==> config.mk <==
export PLATFORM = sky130hd
export DESIGN_NAME = protobuf_message_field_parser_flat
export DESIGN_NICKNAME = d
export VERILOG_FILES = /design/src/pbf_pkg.sv /design/src/pbf_ifs.sv /design/src/pbf_core.sv /design/src/protobuf_message_field_parser.sv /design/src/flat_wrapper.sv
export SDC_FILE = /design/constraint.sdc
export NUM_CORES = 1
export LEC_CHECK = 0
export ABC_AREA = 0
export BUFFER_PORTS_ARGS = -buffer_cell sky130_fd_sc_hd__buf_2
export CORE_ASPECT_RATIO = 1.1
export CORE_MARGIN = 5
export CORE_UTILIZATION = 45
export CTS_BUF_LIST = sky130_fd_sc_hd__clkbuf_8 sky130_fd_sc_hd__clkbuf_16
export CTS_CLUSTER_SIZE = 16
export DETAILED_ROUTE_END_ITERATION = 12
export PLACE_DENSITY = 0.65
export RECOVER_POWER = 100
export SLEW_MARGIN = 40
export SYNTH_ARGS = -nofsm -noshare
export SYNTH_HDL_FRONTEND = slang
export SYNTH_SLANG_ARGS = --single-unit
==> constraint.sdc <==
create_clock -name clk -period 3.19 [get_ports clk]
set_input_delay 0.638 -clock clk [delete_from_list [all_inputs] [get_ports clk]]
set_output_delay 0.638 -clock clk [all_outputs]
set_load 0.005 [all_outputs]
==> src/pbf_pkg.sv <==
// ----------------------------------------------------------------------------
// pbf_pkg
// Types and constants shared by the protobuf message field parser.
// ----------------------------------------------------------------------------
`default_nettype none

package pbf_pkg;

  // Width kept for tag and length varints; higher bits are dropped.
  localparam int LENGTH_BITS = 32;
  // The shift counter must hold the last shift below LENGTH_BITS plus one group of 7.
  localparam int SHIFT_W = $clog2(LENGTH_BITS + 7);

  // Wire types of interest.
  localparam logic [2:0] WT_VARINT = 3'd0;
  localparam logic [2:0] WT_LEN    = 3'd2;

  // Selected field codes; FLD_NONE marks an unselected string field.
  localparam logic [2:0] FLD_SRC  = 3'd0;
  localparam logic [2:0] FLD_DST  = 3'd1;
  localparam logic [2:0] FLD_NS   = 3'd2;
  localparam logic [2:0] FLD_PAY  = 3'd3;
  localparam logic [2:0] FLD_NONE = 3'd4;

  typedef enum logic [2:0] {
    PH_TAG,
    PH_SKIP,
    PH_LEN,
    PH_DATA,
    PH_STOP
  } phase_t;

  typedef struct packed {
    logic [7:0] body_byte;
    logic       last_byte;
  } item_t;

  typedef struct packed {
    logic        is_start;
    logic        is_data;
    logic        is_end;
    logic [1:0]  field_select;
    logic [7:0]  data_out;
    logic [31:0] string_length;
    logic        message_valid;
  } result_t;

endpackage

`default_nettype wire

==> src/pbf_ifs.sv <==
// ----------------------------------------------------------------------------
// pbf_in_if / pbf_out_if
// Valid/ready channels for message body bytes and decoded field results.
// ----------------------------------------------------------------------------
`default_nettype none

interface pbf_in_if;
  logic       valid;
  logic       ready;
  logic [7:0] body_byte;
  logic       last_byte;

  modport source (output valid, output body_byte, output last_byte, input ready);
  modport sink   (input valid, input body_byte, input last_byte, output ready);
endinterface

interface pbf_out_if;
  logic        valid;
  logic        ready;
  logic        is_start;
  logic        is_data;
  logic        is_end;
  logic [1:0]  field_select;
  logic [7:0]  data_out;
  logic [31:0] string_length;
  logic        message_valid;

  modport source (output valid, output is_start, output is_data, output is_end,
                  output field_select, output data_out, output string_length,
                  output message_valid, input ready);
  modport sink   (input valid, input is_start, input is_data, input is_end,
                  input field_select, input data_out, input string_length,
                  input message_valid, output ready);
endinterface

`default_nettype wire

==> src/pbf_core.sv <==
// ----------------------------------------------------------------------------
// pbf_core
// Parser state and the one-byte decode step of the wire format.
// ----------------------------------------------------------------------------
`default_nettype none

module pbf_core
  import pbf_pkg::*;
(
  input  wire logic    clk,
  input  wire logic    rst_n,
  input  wire logic    step_en,
  input  wire item_t   item,
  output logic         has_result,
  output result_t      result
);

  phase_t                  phase_r, phase_nxt;
  logic [LENGTH_BITS-1:0]  acc_r, acc_nxt;
  logic [SHIFT_W-1:0]      shift_r, shift_nxt;
  logic [2:0]              field_r, field_nxt;
  logic [LENGTH_BITS-1:0]  left_r, left_nxt;
  logic                    ns_r, ns_nxt;

  // Varint accumulation for the current byte.
  logic [LENGTH_BITS+6:0]  group_wide;
  logic [LENGTH_BITS-1:0]  acc_take;
  logic [SHIFT_W-1:0]      shift_take;
  logic                    vdone;

  // String start request.
  logic                    bs_en;
  logic                    bs_ended;
  logic [LENGTH_BITS-1:0]  bs_len;
  logic                    bs_has_data;
  logic [LENGTH_BITS-1:0]  len_out;
  logic [LENGTH_BITS+31:0] len_ext;
  logic [LENGTH_BITS-1:0]  left_dec;

  function automatic logic [2:0] map_field(input logic [LENGTH_BITS-4:0] fnum);
    logic [2:0] code;
    code = FLD_NONE;
    if (fnum == (LENGTH_BITS-3)'(2)) code = FLD_SRC;
    if (fnum == (LENGTH_BITS-3)'(3)) code = FLD_DST;
    if (fnum == (LENGTH_BITS-3)'(4)) code = FLD_NS;
    if (fnum == (LENGTH_BITS-3)'(6)) code = FLD_PAY;
    return code;
  endfunction

  always_comb begin
    group_wide = {{LENGTH_BITS{1'b0}}, item.body_byte[6:0]} << shift_r;
    vdone      = !item.body_byte[7];
    if (shift_r < SHIFT_W'(LENGTH_BITS)) begin
      acc_take   = acc_r | group_wide[LENGTH_BITS-1:0];
      shift_take = shift_r + SHIFT_W'(7);
    end else begin
      acc_take   = acc_r;
      shift_take = shift_r;
    end
  end

  always_comb begin
    phase_nxt = phase_r;
    acc_nxt   = acc_r;
    shift_nxt = shift_r;
    field_nxt = field_r;
    left_nxt  = left_r;
    ns_nxt    = ns_r;
    bs_en     = 1'b0;
    bs_ended  = 1'b0;
    bs_len    = '0;
    left_dec  = left_r - LENGTH_BITS'(1);
    result    = '0;

    case (phase_r)
      PH_TAG: begin
        acc_nxt   = acc_take;
        shift_nxt = shift_take;
        if (vdone || item.last_byte) begin
          acc_nxt   = '0;
          shift_nxt = '0;
          if (acc_take[2:0] == WT_LEN) begin
            field_nxt = map_field(acc_take[LENGTH_BITS-1:3]);
            if (item.last_byte) begin
              bs_en    = 1'b1;
              bs_ended = 1'b1;
            end else begin
              phase_nxt = PH_LEN;
            end
          end else if (acc_take[2:0] == WT_VARINT) begin
            phase_nxt = PH_SKIP;
          end else begin
            phase_nxt = PH_STOP;
          end
        end
      end
      PH_SKIP: begin
        acc_nxt   = acc_take;
        shift_nxt = shift_take;
        if (vdone) begin
          acc_nxt   = '0;
          shift_nxt = '0;
          phase_nxt = PH_TAG;
        end
      end
      PH_LEN: begin
        acc_nxt   = acc_take;
        shift_nxt = shift_take;
        if (vdone || item.last_byte) begin
          acc_nxt   = '0;
          shift_nxt = '0;
          bs_en     = 1'b1;
          bs_ended  = item.last_byte;
          bs_len    = acc_take;
        end
      end
      PH_DATA: begin
        if (field_r != FLD_NONE) begin
          result.is_data      = 1'b1;
          result.field_select = field_r[1:0];
          result.data_out     = item.body_byte;
        end
        left_nxt = left_dec;
        if (left_dec == '0) begin
          phase_nxt = PH_TAG;
        end
      end
      default: begin
      end
    endcase

    // A string that ends with the message is reported as empty.
    bs_has_data = !bs_ended && (bs_len != '0);
    len_out     = bs_ended ? '0 : bs_len;
    if (bs_en) begin
      if (field_nxt != FLD_NONE) begin
        result.is_start     = 1'b1;
        result.field_select = field_nxt[1:0];
        if (field_nxt == FLD_NS) begin
          ns_nxt = bs_has_data;
        end
      end
      if (bs_has_data) begin
        left_nxt  = bs_len;
        phase_nxt = PH_DATA;
      end else begin
        phase_nxt = PH_TAG;
      end
    end
    len_ext = {32'd0, len_out};
    if (result.is_start) begin
      result.string_length = len_ext[31:0];
    end

    result.is_end        = item.last_byte;
    result.message_valid = item.last_byte && ns_nxt;
    has_result = result.is_start || result.is_data || item.last_byte;

    // Every message end returns the parser to its reset state.
    if (item.last_byte) begin
      phase_nxt = PH_TAG;
      acc_nxt   = '0;
      shift_nxt = '0;
      field_nxt = FLD_NONE;
      left_nxt  = '0;
      ns_nxt    = 1'b0;
    end
  end

  always_ff @(posedge clk) begin
    if (!rst_n) begin
      phase_r <= PH_TAG;
      acc_r   <= '0;
      shift_r <= '0;
      field_r <= FLD_NONE;
      left_r  <= '0;
      ns_r    <= 1'b0;
    end else if (step_en) begin
      phase_r <= phase_nxt;
      acc_r   <= acc_nxt;
      shift_r <= shift_nxt;
      field_r <= field_nxt;
      left_r  <= left_nxt;
      ns_r    <= ns_nxt;
    end
  end

endmodule

`default_nettype wire

==> src/protobuf_message_field_parser.sv <==
// ----------------------------------------------------------------------------
// protobuf_message_field_parser
// Streaming decoder that extracts selected string fields from a message body.
// ----------------------------------------------------------------------------
// Usage:
// The in_bus channel carries one body byte per transaction, with last_byte
// set on the final byte of a message. The out_bus channel carries at most one
// result transaction per input byte: a start marker (with the declared
// length) or a data byte for string fields 2, 3, 4 and 6, and an end flag
// with message_valid on the final byte. Bytes that produce nothing (tags,
// skipped varints, unselected strings) yield no output transaction.
// A byte is held in the input register, then decoded by the step feeding
// the result register. Throughput is one byte per cycle while the receiver
// keeps out_bus.ready high; the parser state update is the single
// combinational step between the input and result registers.
// Reset (synchronous, active low) empties both registers and returns the
// parser to the tag phase; the same state is restored after every final byte.
// When the receiver stalls, the result register holds its transaction, the
// input register holds one pending byte, and in_bus.ready drops.
// ----------------------------------------------------------------------------
`default_nettype none

module protobuf_message_field_parser
  import pbf_pkg::*;
(
  input  wire logic  clk,
  input  wire logic  rst_n,
  pbf_in_if.sink     in_bus,
  pbf_out_if.source  out_bus
);

  // Input register stage.
  logic    in_vld_r;
  item_t   item_r;

  // Result register stage.
  logic    out_vld_r;
  result_t res_r;

  // Decode step outputs.
  logic    has_result;
  result_t result;

  logic    advance;
  logic    step_en;

  // The pipeline moves whenever the result register is free or being drained.
  assign advance      = !out_vld_r || out_bus.ready;
  assign step_en      = in_vld_r && advance;
  assign in_bus.ready = !in_vld_r || advance;

  always_ff @(posedge clk) begin
    if (!rst_n) begin
      in_vld_r <= 1'b0;
    end else if (in_bus.valid && in_bus.ready) begin
      in_vld_r <= 1'b1;
    end else if (advance) begin
      in_vld_r <= 1'b0;
    end
  end

  always_ff @(posedge clk) begin
    if (in_bus.valid && in_bus.ready) begin
      item_r.body_byte <= in_bus.body_byte;
      item_r.last_byte <= in_bus.last_byte;
    end
  end

  pbf_core u_core (
    .clk        (clk),
    .rst_n      (rst_n),
    .step_en    (step_en),
    .item       (item_r),
    .has_result (has_result),
    .result     (result)
  );

  // Only bytes that report something occupy the result register.
  always_ff @(posedge clk) begin
    if (!rst_n) begin
      out_vld_r <= 1'b0;
    end else if (advance) begin
      out_vld_r <= step_en && has_result;
    end
  end

  always_ff @(posedge clk) begin
    if (advance) begin
      res_r <= result;
    end
  end

  assign out_bus.valid         = out_vld_r;
  assign out_bus.is_start      = res_r.is_start;
  assign out_bus.is_data       = res_r.is_data;
  assign out_bus.is_end        = res_r.is_end;
  assign out_bus.field_select  = res_r.field_select;
  assign out_bus.data_out      = res_r.data_out;
  assign out_bus.string_length = res_r.string_length;
  assign out_bus.message_valid = res_r.message_valid;

endmodule

`default_nettype wire

==> src/flat_wrapper.sv <==
// flat-port wrapper written by rule: the top's interface ports become plain ports
module protobuf_message_field_parser_flat import pbf_pkg::*;
  (clk, rst_n, in_bus_valid, in_bus_body_byte, in_bus_last_byte, in_bus_ready, out_bus_valid, out_bus_is_start, out_bus_is_data, out_bus_is_end, out_bus_field_select, out_bus_data_out, out_bus_string_length, out_bus_message_valid, out_bus_ready);
  pbf_in_if in_bus_i ();
  pbf_out_if out_bus_i ();
  input  wire logic clk;
  input  wire logic rst_n;
  input wire logic [$bits(in_bus_i.valid)-1:0] in_bus_valid;
  input wire logic [$bits(in_bus_i.body_byte)-1:0] in_bus_body_byte;
  input wire logic [$bits(in_bus_i.last_byte)-1:0] in_bus_last_byte;
  output wire logic [$bits(in_bus_i.ready)-1:0] in_bus_ready;
  output wire logic [$bits(out_bus_i.valid)-1:0] out_bus_valid;
  output wire logic [$bits(out_bus_i.is_start)-1:0] out_bus_is_start;
  output wire logic [$bits(out_bus_i.is_data)-1:0] out_bus_is_data;
  output wire logic [$bits(out_bus_i.is_end)-1:0] out_bus_is_end;
  output wire logic [$bits(out_bus_i.field_select)-1:0] out_bus_field_select;
  output wire logic [$bits(out_bus_i.data_out)-1:0] out_bus_data_out;
  output wire logic [$bits(out_bus_i.string_length)-1:0] out_bus_string_length;
  output wire logic [$bits(out_bus_i.message_valid)-1:0] out_bus_message_valid;
  input wire logic [$bits(out_bus_i.ready)-1:0] out_bus_ready;
  assign in_bus_i.valid = in_bus_valid;
  assign in_bus_i.body_byte = in_bus_body_byte;
  assign in_bus_i.last_byte = in_bus_last_byte;
  assign in_bus_ready = in_bus_i.ready;
  assign out_bus_valid = out_bus_i.valid;
  assign out_bus_is_start = out_bus_i.is_start;
  assign out_bus_is_data = out_bus_i.is_data;
  assign out_bus_is_end = out_bus_i.is_end;
  assign out_bus_field_select = out_bus_i.field_select;
  assign out_bus_data_out = out_bus_i.data_out;
  assign out_bus_string_length = out_bus_i.string_length;
  assign out_bus_message_valid = out_bus_i.message_valid;
  assign out_bus_i.ready = out_bus_ready;
  protobuf_message_field_parser u_core (.clk(clk), .rst_n(rst_n), .in_bus(in_bus_i), .out_bus(out_bus_i));
endmodule
# Yosys cells after proc, flatten, opt, wreduce, memory -nomap -nowiden

Cells that the tools add are included.

Output and inout bits: 48
Logic and storage cells: 117
Register bits: 134

Order comparisons: 1
Add/sub/neg operators: 2
Bitwise gates (word level): 2
Reductions and logical operators: 26
Shift-type cells: 1
Multiplexer cells: 54
Equality and inequality tests: 14

Operator list:

| operator              | number |
|---|---|
| $mux 32               | 10 |
| $pmux 32 s2           | 1 |
| $eq 29x2->1 const B   | 2 |
| $eq 29x3->1 const B   | 2 |
| $mux 3                | 15 |
| $logic_not 32->1      | 1 |
| $or 32x32->32         | 1 |
| $reduce_bool 32->1    | 1 |
| $shl 7x6->32          | 1 |
| $sub 32x1->32 const B | 1 |
| $mux 6                | 4 |
| $mux 10               | 2 |
| $mux 1                | 15 |
| $eq 3x2->1 const B    | 4 |
| $pmux 6 s2            | 1 |
| $pmux 3 s3            | 1 |
| $ne 4x3->1 const B    | 2 |
| $add 6x3->6 const B   | 1 |
| $logic_not 3->1       | 2 |
| $lt 6x6->1 const B    | 1 |
| $mux 2                | 3 |
| $ne 3x3->1 const B    | 2 |
| $logic_and 1x1->1     | 5 |
| $logic_or 1x1->1      | 5 |
| other kinds (11)      | 17 |

# Logic depth before layout (Yosys ltp)

Gate-level depths: netlist of run 1.

Word-level depth: 17
Mapped depth: 13

# By module

A second synthesis of run 1 with hierarchy kept.

Cell total of the unflattened synthesis: 813
Area total of the unflattened synthesis: 7183.1 µm²

By module, submodules not included:

| module                        | cells each | times used | area each (µm²) | seq. area each (µm²) |
|---|---|---|---|---|
| pbf_core                      | 746        | 1          | 5422.7          | 1541.5 |
| protobuf_message_field_parser | 67         | 1          | 1760.4          | 1691.6 |

# Worst setup path after synthesis of run 1

No wires, ideal clock.

Path kind: input to register
From: input out_bus_ready
To: register u_core.u_core.left_r[22]
Buffers on the path: 2
Required time: 3.111 ns
Cell stages on the path: 9
Path slack: 0.084 ns
Library setup time: 0.079 ns
Data arrival time: 3.027 ns
Path through: nor2b_1 inv_1 and2_1 clkbuf_1 nand2_1 nor2_1 clkbuf_1 nand2_1 o211ai_1

Word-level cells in the longest chain between the ends: 2

RTL lines:

| what                     | line                                | source |
|---|---|---|
| start: declaration       | flat_wrapper.sv:20                  | `input wire logic [$bits(out_bus_i.ready)-1:0] out_bus_ready;` |
| $logic_or 1x1->1         | protobuf_message_field_parser.sv:48 | `assign advance = !out_vld_r \|\| out_bus.ready;` |
| named net u_core.advance | protobuf_message_field_parser.sv:44 | `logic advance;` |
| $logic_and 1x1->1        | protobuf_message_field_parser.sv:49 | `assign step_en = in_vld_r && advance;` |
| end signal: assignment   | pbf_core.sv:183                     | `left_r <= left_nxt;` |
| end: declaration         | pbf_core.sv:22                      | `logic [LENGTH_BITS-1:0] left_r, left_nxt;` |

The timed path passes the listed nets, and every way through them passes these cells.
A chain may end at the register's enable or synchronous reset.

# Worst setup path in the final report of run 1

From: register u_core.item_r[7] (netlist bit)
To: register u_core.res_r (netlist bit u_core.out_bus.string_length[11]) (data pin)

Word-level cells in the longest chain between the ends: 16
Elaborated cells between the ends (all ways): 26
Classes of those cells: 6 x eq/ne; 1 x shift; 16 x mux; 2 x bitwise; 1 x reduce/logical

RTL lines:

| what                             | line                                | source |
|---|---|---|
| start: declaration               | protobuf_message_field_parser.sv:34 | `item_t item_r;` |
| $shl 7x6->32 *                   | pbf_core.sv:51                      | `group_wide = {{LENGTH_BITS{1'b0}}, item.body_byte[6:0]} << shift_r;` |
| $or 32x32->32 *                  | pbf_core.sv:54                      | `acc_take = acc_r \| group_wide[LENGTH_BITS-1:0];` |
| $mux 32 *                        | pbf_core.sv:53                      | `if (shift_r < SHIFT_W'(LENGTH_BITS)) begin` |
| $eq 29x2->1                      | pbf_core.sv:43                      | `if (fnum == (LENGTH_BITS-3)'(2)) code = FLD_SRC;` |
| $mux 3                           | pbf_core.sv:43                      |  |
| $mux 3                           | pbf_core.sv:44                      | `if (fnum == (LENGTH_BITS-3)'(3)) code = FLD_DST;` |
| $mux 3                           | pbf_core.sv:45                      | `if (fnum == (LENGTH_BITS-3)'(4)) code = FLD_NS;` |
| $mux 3                           | pbf_core.sv:46                      | `if (fnum == (LENGTH_BITS-3)'(6)) code = FLD_PAY;` |
| $mux 3                           | pbf_core.sv:82                      | `if (acc_take[2:0] == WT_LEN) begin` |
| $mux 3                           | pbf_core.sv:79                      | `if (vdone \|\| item.last_byte) begin` |
| $mux 3                           | pbf_core.sv:75                      | `case (phase_r)` |
| $ne 3x3->1                       | pbf_core.sv:136                     | `if (field_nxt != FLD_NONE) begin` |
| $mux 1                           | pbf_core.sv:136                     |  |
| $mux 1                           | pbf_core.sv:135                     | `if (bs_en) begin` |
| $not 1->1 (no source line)       | -                                   |  |
| $reduce_or 2->1 (no source line) | -                                   |  |
| end signal: assignment           | protobuf_message_field_parser.sv:89 | `res_r <= result;` |
| end: declaration                 | protobuf_message_field_parser.sv:38 | `result_t res_r;` |

Every way passes the cells marked *; elsewhere a longest branch is shown, timed or not.

==> results of run 1 <==
==> layout by cell type (no fill, tap or decap), types with 7 or more instances in the layout <==
master and n:
nor4_1 13, clkbuf_1 30, or3_1 8, a21oi_1 53, clkbuf_16 19, dfxtp_1 75
buf_4 112, nand4_1 14, edfxtp_1 55, nor3_1 47, a22o_1 12, buf_2 33
buf_6 10, o21ai_1 7, nand3_1 16, and2_1 8, nor2_2 8, o21ai_0 30
o22ai_1 16, nor2b_1 7, inv_1 20, a31oi_1 17, nand2_1 57, nor2_1 106
and2_0 9, xnor2_1 9
==> metal layers <==
| layer | up-vias | GRT usage [%] | share of wire (%) |
|---|---|---|---|
| met4 | 4 | 9.47 | 3.5 |
| li1 | 3410 | - | - |
| met3 | 68 | 6.34 | 6.8 |
| met5 | - | 0 | 0.10 |
| met1 | 3526 | 34.0 | 41 |
| met2 | 305 | 45.2 | 49 |
==> final timing paths <==
kind | start | to | depth (start not counted)
worst max-delay path | u_core.item_r[7]$_DFFE_PP_ | u_core.out_bus.string_length[11]$_SDFFCE_PP0P_ | 12
worst min-delay path | in_bus_body_byte[5] | u_core.item_r[6]$_DFFE_PP_ | 1
worst max register to register | u_core.item_r[7]$_DFFE_PP_ | u_core.out_bus.string_length[11]$_SDFFCE_PP0P_ | 12
worst min register to register | u_core.u_core.acc_r[19]$_SDFFE_PN0P_ | u_core.u_core.acc_r[19]$_SDFFE_PN0P_ | 2
==> final cells by class <==
class,instances,area share (%)
Timing Repair Buffer,193,14.5
Clock buffer,17,4.55
Sequential cell,134,34.7
Multi-Input combinational cell,611,41.5
Inverter,21,0.842
Clock inverter,15,1.27
Tap cell,200,2.67
==> logic make-up after synthesis <==
family | after synthesis | share of synthesized area, %
adder cells (fa/ha/maj) | 3 | 0.523
AND/OR/NAND/NOR | 352 | 24.6
flip-flops | 134 | 45.0
XOR/XNOR | 12 | 1.46
multiplexers | 14 | 2.51
AO/OA/AOI/OAI | 230 | 21.5
buffers and inverters | 74 | 4.41
==> metrics by stage <==
step | TNS (ns) | instance area (sq um) | std cells
after floorplan | 0 | 7180 | 819
after detailed placement | -9.51 | 8460 | 1151
after global placement | -5.77 | 8460 | 1151
after CTS | -0.0179 | 9090 | 1186
final | -0.972 | 9360 | 1191
after global routing | -3.36 | 9360 | 1191
==> state kept, by name, indices dropped and copies added (netlist names) <==
signal	cells
u_core.out_bus.field_select	2
u_core.u_core.acc_r	32
u_core.out_bus.is_data	1
u_core.out_bus.message_valid	1
u_core.out_bus.valid	1
u_core.u_core.phase_r	3
u_core.u_core.field_r	3
u_core.out_bus.is_end	1
u_core.u_core.left_r	32
u_core.u_core.shift_r	6
u_core.out_bus.data_out	8
u_core.u_core.ns_r	1
u_core.out_bus.string_length	32
u_core.in_vld_r	1
u_core.item_r	9
u_core.out_bus.is_start	1
==> power breakdown <==
part	switching [mW]	internal [mW]
sequential	0.0317	1.81
clock	0.832	1.01
combinational	0.360	0.265
total	1.22	3.08
==> repair_timing <==
item                                    4_1_cts  5_1_grt
gates resized for setup                      17       64
pin swaps                                     4       15
cloned                                        0        2
buffers inserted                              3        3
endpoints found under the setup margin       69       71
==> results.yml, run 1 <==
sta:
  hold_ws_ns: 0.374
  fin_crit_ns: 3.27
  setup_ws_ns: -0.0816
  finalHoldViolCount: 0
  drv_slew: 0
  slew_headroom_pct: 19.4
  fin_crit_sh_pct: 103
  setup-violations-final: 23
  skew_ns: 0.00870
  timing.fmax_mhz: 306
  max_slew.worst_pin.slew_ns: 1.21
  rsz0062_at_grt: "yes"
floorplan:
  dieHeight_microns: 142
  die_area_sq_um: 18600
  std_cell_rows: 48
  core_area_sq_um: 15700
  initial_core_util_pct: 45.8
  fp.dieW_microns: 130
  io_pins: 61
layout:
  multi_input_area_sq_um: 3880
  drive_gt1_share_pct: 26.9
  antenna_cells: 0
  final_core_util_pct: 59.7
  regArea_sq_um: 3240
  areaGrowthSynthToFinish_pct: 30.4
  fillers: 1421
  layout.nets: 994
setup_path:
  endpoint_kind: "flop"
  crit_family: "compound AO/OA/AOI/OAI gates"
  cp.arrival_ns: 3.56
  critPathKind: "flop to flop"
  crit_fanout: 11
  crit_buf_inv: 3
  critPathMaxStageDelay_ns: 0.48
  critPathSlowestCell: "edfxtp_1"
  crit_path_start_kind: "flop"
  ff2ff_setup_slack_ns: -0.08
  required_ns: 3.48
  crit_chain: "buf_4 > mux2_2 > a32oi_2 > nand2_2 > o31ai_4 > o2111a_1 > nand4_1 > buf_6 > or3_4 > a211o_4 > clkbuf_16 > nor2_1"
hold_path:
  hp-class: "input pin to flop"
clock_tree:
  cts_buffers: 17
  cts_hold_buf: 0
  clk_pin_slew_ns: 0.07
  clock-root-buffer: "clkbuf_16"
  tritoncts: "done"
  ctsLongestPathBuffers: 2
  clk_latency_ns: 0.44
  htree_levels: 4
  clock-sinks: 134
drt:
  routedWlPerCell_microns: 21.0
  dr.pass1.iters: 6
  drc: 0
  drtIter0Drc: 834
  wl_microns: 25000
  via_per_inst: 6.14
  num_vias: 7313
  antenna_left: 0
pwr:
  powerDensity_nw_per_um2: 460
  ir_drop_v: 0.000297
  power_leakage_nw: 3.63
  p_total_mw: 4.31
grt:
  grt_first_pass_wirelength_microns: 38500
  grt_max_degree: 47
  grt_pass1_vias: 6989
  antenna_found_initial: 2
  grt_usage_pct: 27.0
  grt_overflow: 0
placed_design:
  gp_congestion: 0.965
  io_buffers: 60
  pre_cts_ws_ns: -0.296
  dp_hpwl_microns: 17800
logic_synthesis:
  synth.yosys.seq_area_share_pct: 45.0
  synth.largest_area_cell: "edfxtp_1"
  synth_warnings: 0
  ys_types: 74
  ys_ff_latch: 134
  synthTopCellsByArea: "edfxtp_1, dfxtp_1, nor2_1, a21oi_1, nor3_1"
  synth_common_cells: "nor2_1, dfxtp_1, nand2_1"
  synth_edf_count: 55
  synthFlopType: "dfxtp_1"
  synthArstFlopShare_pct: 0
  synth_cells: 819
  syn_avg_cell_area_sq_um: 8.77
  syn_nets: 835
  syn_area_sq_um: 7180
  synth_top_area_share_pct: 23.0
  synth_most_common_cell: "nor2_1"
flow_run:
  maxCapViolCount: 0
outcome:
  status: "complete, but fails checks"
  violations: "negative setup slack"
No activity file was read; power rests on OpenSTA's default activity.
==> run 2, diff against run 1 <==
Settings changed: ABC_CLOCK_PERIOD_IN_PS set to 3190, BUFFER_PORTS_ARGS -buffer_cell sky130_fd_sc_hd__buf_2 to unset, DONT_BUFFER_PORTS set to 1, PLACE_DENSITY 0.65 to unset.
==> results.yml, run 2 (synthesis gave the netlist of run 1 again) <==
setup_path:
  crit_cells: 11
  crit_buf_inv: 2
  crit_fanout: 23
  r2r-end: "u_core.out_bus.string_length[19]$_SDFFCE_PP0P_"
  crit-reg2reg-launch: "u_core.u_core.shift_r[1]$_SDFFE_PN0P_"
  endpoint: "u_core.out_bus.string_length[19]$_SDFFCE_PP0P_"
  worstRegToRegCells: 11
  crit_chain: "mux2i_4 > o22ai_1 > or2_2 > o31ai_4 > o2111a_1 > nand4_1 > buf_4 > or3_4 > a211o_1 > buf_12 > nor2_1"
  critPathLaunch: "u_core.u_core.shift_r[1]$_SDFFE_PN0P_"
  critPathSlowestCell: "dfxtp_4"
  crit_family: "compound AO/OA/AOI/OAI gates"
  endpoint_kind: "flop"
  critPathMaxStageDelay_ns: 0.45
  critPathKind: "flop to flop"
  ff2ff_setup_slack_ns: -0.06
  cp.arrival_ns: 3.52
  required_ns: 3.46
  crit_path_start_kind: "flop"
clock_tree:
  cts_hold_buf: 0
  tritoncts: "done"
  clk_latency_ns: 0.42
  clock-sinks: 134
  cts_buffers: 17
  ctsLongestPathBuffers: 2
  clock-root-buffer: "clkbuf_16"
  clk_pin_slew_ns: 0.06
  htree_levels: 4
drt:
  drtIter0Drc: 701
  dr.pass1.iters: 5
  routedWlPerCell_microns: 22.4
  wl_microns: 25100
  num_vias: 7183
  antenna_left: 0
  via_per_inst: 6.41
  drc: 0
pwr:
  ir_drop_v: 0.000304
  powerDensity_nw_per_um2: 501
  p_total_mw: 4.55
  power_leakage_nw: 3.43
layout:
  areaGrowthSynthToFinish_pct: 26.6
  most-common-layout-cells: "nor2_1, buf_4, dfxtp_1"
  layout.nets: 923
  fillers: 1400
  drive_gt1_share_pct: 24.1
  final_core_util_pct: 58.0
  antenna_cells: 0
  final_common_cell: "nor2_1"
  final_cells: 1120
floorplan:
  core_area_sq_um: 15700
  dieHeight_microns: 142
  die_area_sq_um: 18600
  initial_core_util_pct: 45.8
  io_pins: 61
  fp.dieW_microns: 130
  std_cell_rows: 48
grt:
  grt_max_degree: 47
  grt_overflow: 0
  grt_pass1_vias: 6986
  grt_usage_pct: 27.0
  antenna_found_initial: 1
  grt_first_pass_wirelength_microns: 38800
sta:
  skew_ns: 0.00752
  timing.fmax_mhz: 308
  setup_ws_ns: -0.0562
  finalHoldViolCount: 0
  tns_ns: -0.555
  max_slew.worst_pin.slew_ns: 1.29
  drv_slew: 0
  setup-violations-final: 23
  fin_crit_ns: 3.25
  rsz0062_at_grt: "yes"
  slew_headroom_pct: 13.9
  fin_crit_sh_pct: 102
outcome:
  status: "complete, but fails checks"
  violations: "negative setup slack"
hold_path:
  hp-class: "input pin to flop"
  min_from: "rst_n"
placed_design:
  gp_congestion: 0.962
  dp_hpwl_microns: 18200
  io_buffers: 0
  pre_cts_ws_ns: -0.423
  place_inst: 1079
flow_run:
  maxCapViolCount: 0
[run 2: worst min-delay path by stage]
stage / cells past startpoint / end
floorplan: 2 / u_core.u_core.left_r[25]$_SDFFE_PN0P_
global placement: 2 / u_core.u_core.acc_r[18]$_SDFFE_PN0P_
detailed placement: 2 / u_core.u_core.acc_r[20]$_SDFFE_PN0P_
CTS: 1 / u_core.u_core.field_r[2]$_SDFFE_PN1P_
global route: 1 / u_core.u_core.field_r[2]$_SDFFE_PN1P_
finish: 1 / u_core.u_core.field_r[2]$_SDFFE_PN1P_
[run 2: final cells by class]
| class | instances | area (sq um) | area share (%) |
|---|---|---|---|
| Sequential cell | 134 | 3240 | 35.6 |
| Tap cell | 200 | 250 | 2.75 |
| Timing Repair Buffer | 122 | 991 | 10.9 |
| Clock buffer | 20 | 500 | 5.51 |
| Clock inverter | 12 | 136 | 1.50 |
| Inverter | 21 | 78.8 | 0.867 |
| Multi-Input combinational cell | 611 | 3890 | 42.8 |
[run 2: routing by layer]
layer | routed length (microns) | vias up | GRT usage (%) | part of all wire (%)
li1 | - | 3268 | - | -
met1 | 10300 | 3510 | 34.3 | 41
met2 | 12300 | 338 | 45.4 | 49
met3 | 1610 | 65 | 5.59 | 6.4
met4 | 816 | 2 | 10.0 | 3.3
met5 | 13 | - | 0 | 0.052
[run 2: what timing repair did]
item	4_1_cts	5_1_grt
pin swaps	3	10
gates cloned	0	0
endpoints found under the setup margin	73	69
gates resized for setup	18	51
setup buffers	3	6
[run 2: stage by stage]
| step | instance area (sq um) | hold slack, ns |
|---|---|---|
| finish | 9090 | 0.283 |
| CTS | 8820 | 0.270 |
| detailed placement | 8080 | 0.460 |
| floorplan | 7180 | 0.437 |
| global route | 9090 | 0.280 |
| global placement | 8080 | 0.450 |
[run 2: power by group]
| group | switching (mW) | internal, mW | total [mW] |
|---|---|---|---|
| Sequential | 0.0366 | 1.81 | 1.85 |
| Combinational | 0.354 | 0.251 | 0.605 |
| Clock | 0.797 | 1.30 | 2.10 |
| Total | 1.19 | 3.36 | 4.55 |
==> run 3, diff against run 2 <==
Settings changed: CORE_MARGIN 5 to 3, PLACE_DENSITY set to 0.71.
==> results.yml, run 3 (synthesis gave the netlist of run 1 again) <==
setup_path:
  worstRegToRegCells: 10
  crit_buf_inv: 1
  crit_fanout: 12
  cp.arrival_ns: 3.59
  crit-reg2reg-launch: "u_core.item_r[3]$_DFFE_PP_"
  critPathKind: "flop to flop"
  r2r-end: "u_core.out_bus.string_length[11]$_SDFFCE_PP0P_"
  crit_chain: "mux2i_2 > o22ai_1 > or3_4 > a211o_1 > nor4_4 > nand4_1 > or3_4 > a211o_4 > buf_12 > nor2_1"
  critPathLaunch: "u_core.item_r[3]$_DFFE_PP_"
  endpoint: "u_core.out_bus.string_length[11]$_SDFFCE_PP0P_"
  critPathSlowestCell: "edfxtp_1"
  crit_family: "simple AND/OR/NAND/NOR gates"
  crit_path_start_kind: "flop"
  required_ns: 3.48
  critPathMaxStageDelay_ns: 0.46
  crit_cells: 10
  path_common_cell: "or3_4"
  endpoint_kind: "flop"
  ff2ff_setup_slack_ns: -0.12
pwr:
  power_leakage_nw: 3.41
  powerDensity_nw_per_um2: 485
  p_comb_share_pct: 13.7
  p_clk_share_pct: 44.3
  ir_drop_v: 0.000395
  swShare_pct: 27.0
  power_switching_mw: 1.18
  internal-power_mw: 3.20
  p_total_mw: 4.39
  p_seq_share_pct: 42.0
placed_design:
  io_buffers: 0
  dp_hpwl_microns: 16700
  gp_congestion: 0.971
  place_area_sq_um: 8050
  place_inst: 1072
  pre_cts_ws_ns: -0.297
floorplan:
  io_pins: 61
  dieHeight_microns: 138
  die_area_sq_um: 17500
  initial_core_util_pct: 46.8
  core_area_sq_um: 15300
  fp.dieW_microns: 126
  std_cell_rows: 47
sta:
  setup_ws_ns: -0.116
  max_slew.worst_pin.slew_ns: 1.17
  timing.fmax_mhz: 302
  finalHoldViolCount: 0
  setup-violations-final: 29
  rsz0062_at_grt: "yes"
  hold_ws_ns: 0.284
  skew_ns: 0.0108
  slew_headroom_pct: 22.1
  fin_crit_ns: 3.31
  drv_slew: 0
  tns_ns: -2.15
  fin_crit_sh_pct: 104
drt:
  antenna_left: 0
  num_vias: 7251
  dr.pass1.iters: 6
  routedWlPerCell_microns: 21.5
  drtIter0Drc: 1053
  drc: 0
  via_per_inst: 6.47
  wl_microns: 24000
grt:
  grt_overflow: 0
  grt_first_pass_wirelength_microns: 37800
  antenna_found_initial: 0
  grt_usage_pct: 27.3
  grt_pass1_vias: 6884
  grt_max_degree: 44
outcome:
  violations: "negative setup slack"
  status: "complete, but fails checks"
clock_tree:
  htree_levels: 4
  clock-root-buffer: "clkbuf_16"
  clock-sinks: 134
  ctsLongestPathBuffers: 2
  clk_pin_slew_ns: 0.06
  tritoncts: "done"
  cts_hold_buf: 0
  clk_latency_ns: 0.43
  cts_buffers: 17
layout:
  final_cell_area_sq_um: 9040
  drive_gt1_share_pct: 24.8
  most-common-layout-cells: "buf_4, nor2_1, dfxtp_1"
  final_cells: 1120
  areaGrowthSynthToFinish_pct: 25.9
  antenna_cells: 0
  layout.nets: 927
  final_common_cell: "buf_4"
  final_core_util_pct: 58.9
flow_run:
  maxCapViolCount: 0
hold_path:
  hp-class: "input pin to flop"
==> run 3: worst min path at each step <==
stage          slack, ns                               endpoint  cells past startpoint                                   from
6_report            0.28  u_core.u_core.field_r[2]$_SDFFE_PN1P_                      1                                  rst_n
5_1_grt             0.28  u_core.u_core.field_r[2]$_SDFFE_PN1P_                      1                                  rst_n
4_1_cts             0.27  u_core.u_core.field_r[2]$_SDFFE_PN1P_                      1                                  rst_n
3_5_place_dp        0.46   u_core.u_core.acc_r[25]$_SDFFE_PN0P_                      2   u_core.u_core.acc_r[25]$_SDFFE_PN0P_
3_3_place_gp        0.45   u_core.u_core.acc_r[19]$_SDFFE_PN0P_                      2   u_core.u_core.acc_r[19]$_SDFFE_PN0P_
2_1_floorplan       0.44  u_core.u_core.left_r[25]$_SDFFE_PN0P_                      2  u_core.u_core.left_r[25]$_SDFFE_PN0P_
==> run 3: final cells by class <==
type	instances	area, sq um
clock buffers	20	500
clock inverters	12	90.1
fillers	1294	6310
inverters	21	78.8
multi-input cells	611	3850
flip-flops and latches	134	3240
well taps	196	245
repair buffers	126	1030
==> run 3: per-layer routing <==
| layer | wire length (microns) | share of wire, % | GRT usage (%) | up-vias |
|---|---|---|---|---|
| met5 | 0 | 0 | 0 | - |
| met4 | 1090 | 4.5 | 13.4 | 0 |
| met1 | 9480 | 39 | 33.5 | 3427 |
| li1 | - | - | - | 3274 |
| met2 | 11600 | 48 | 44.5 | 457 |
| met3 | 1890 | 7.9 | 6.75 | 93 |
==> run 3: timing repair <==
action                     4_1_cts  5_1_grt
cloned                           1        0
gates resized for setup         28       43
pin swaps                       11       16
buffers inserted                15        0
setup endpoints to repair       74       71
hold endpoints to repair         0        0
==> run 3: power groups by stage <==
stage | Clock, mW | Combinational (mW) | Sequential [mW]
4_1_cts | 1.95 | 0.560 | 1.84
2_1_floorplan | 0 | 0.295 | 1.86
5_1_grt | 2.03 | 0.641 | 1.85
3_5_place_dp | 0 | 0.507 | 1.88
3_3_place_gp | 0 | 0.507 | 1.88
6_report | 1.94 | 0.600 | 1.84
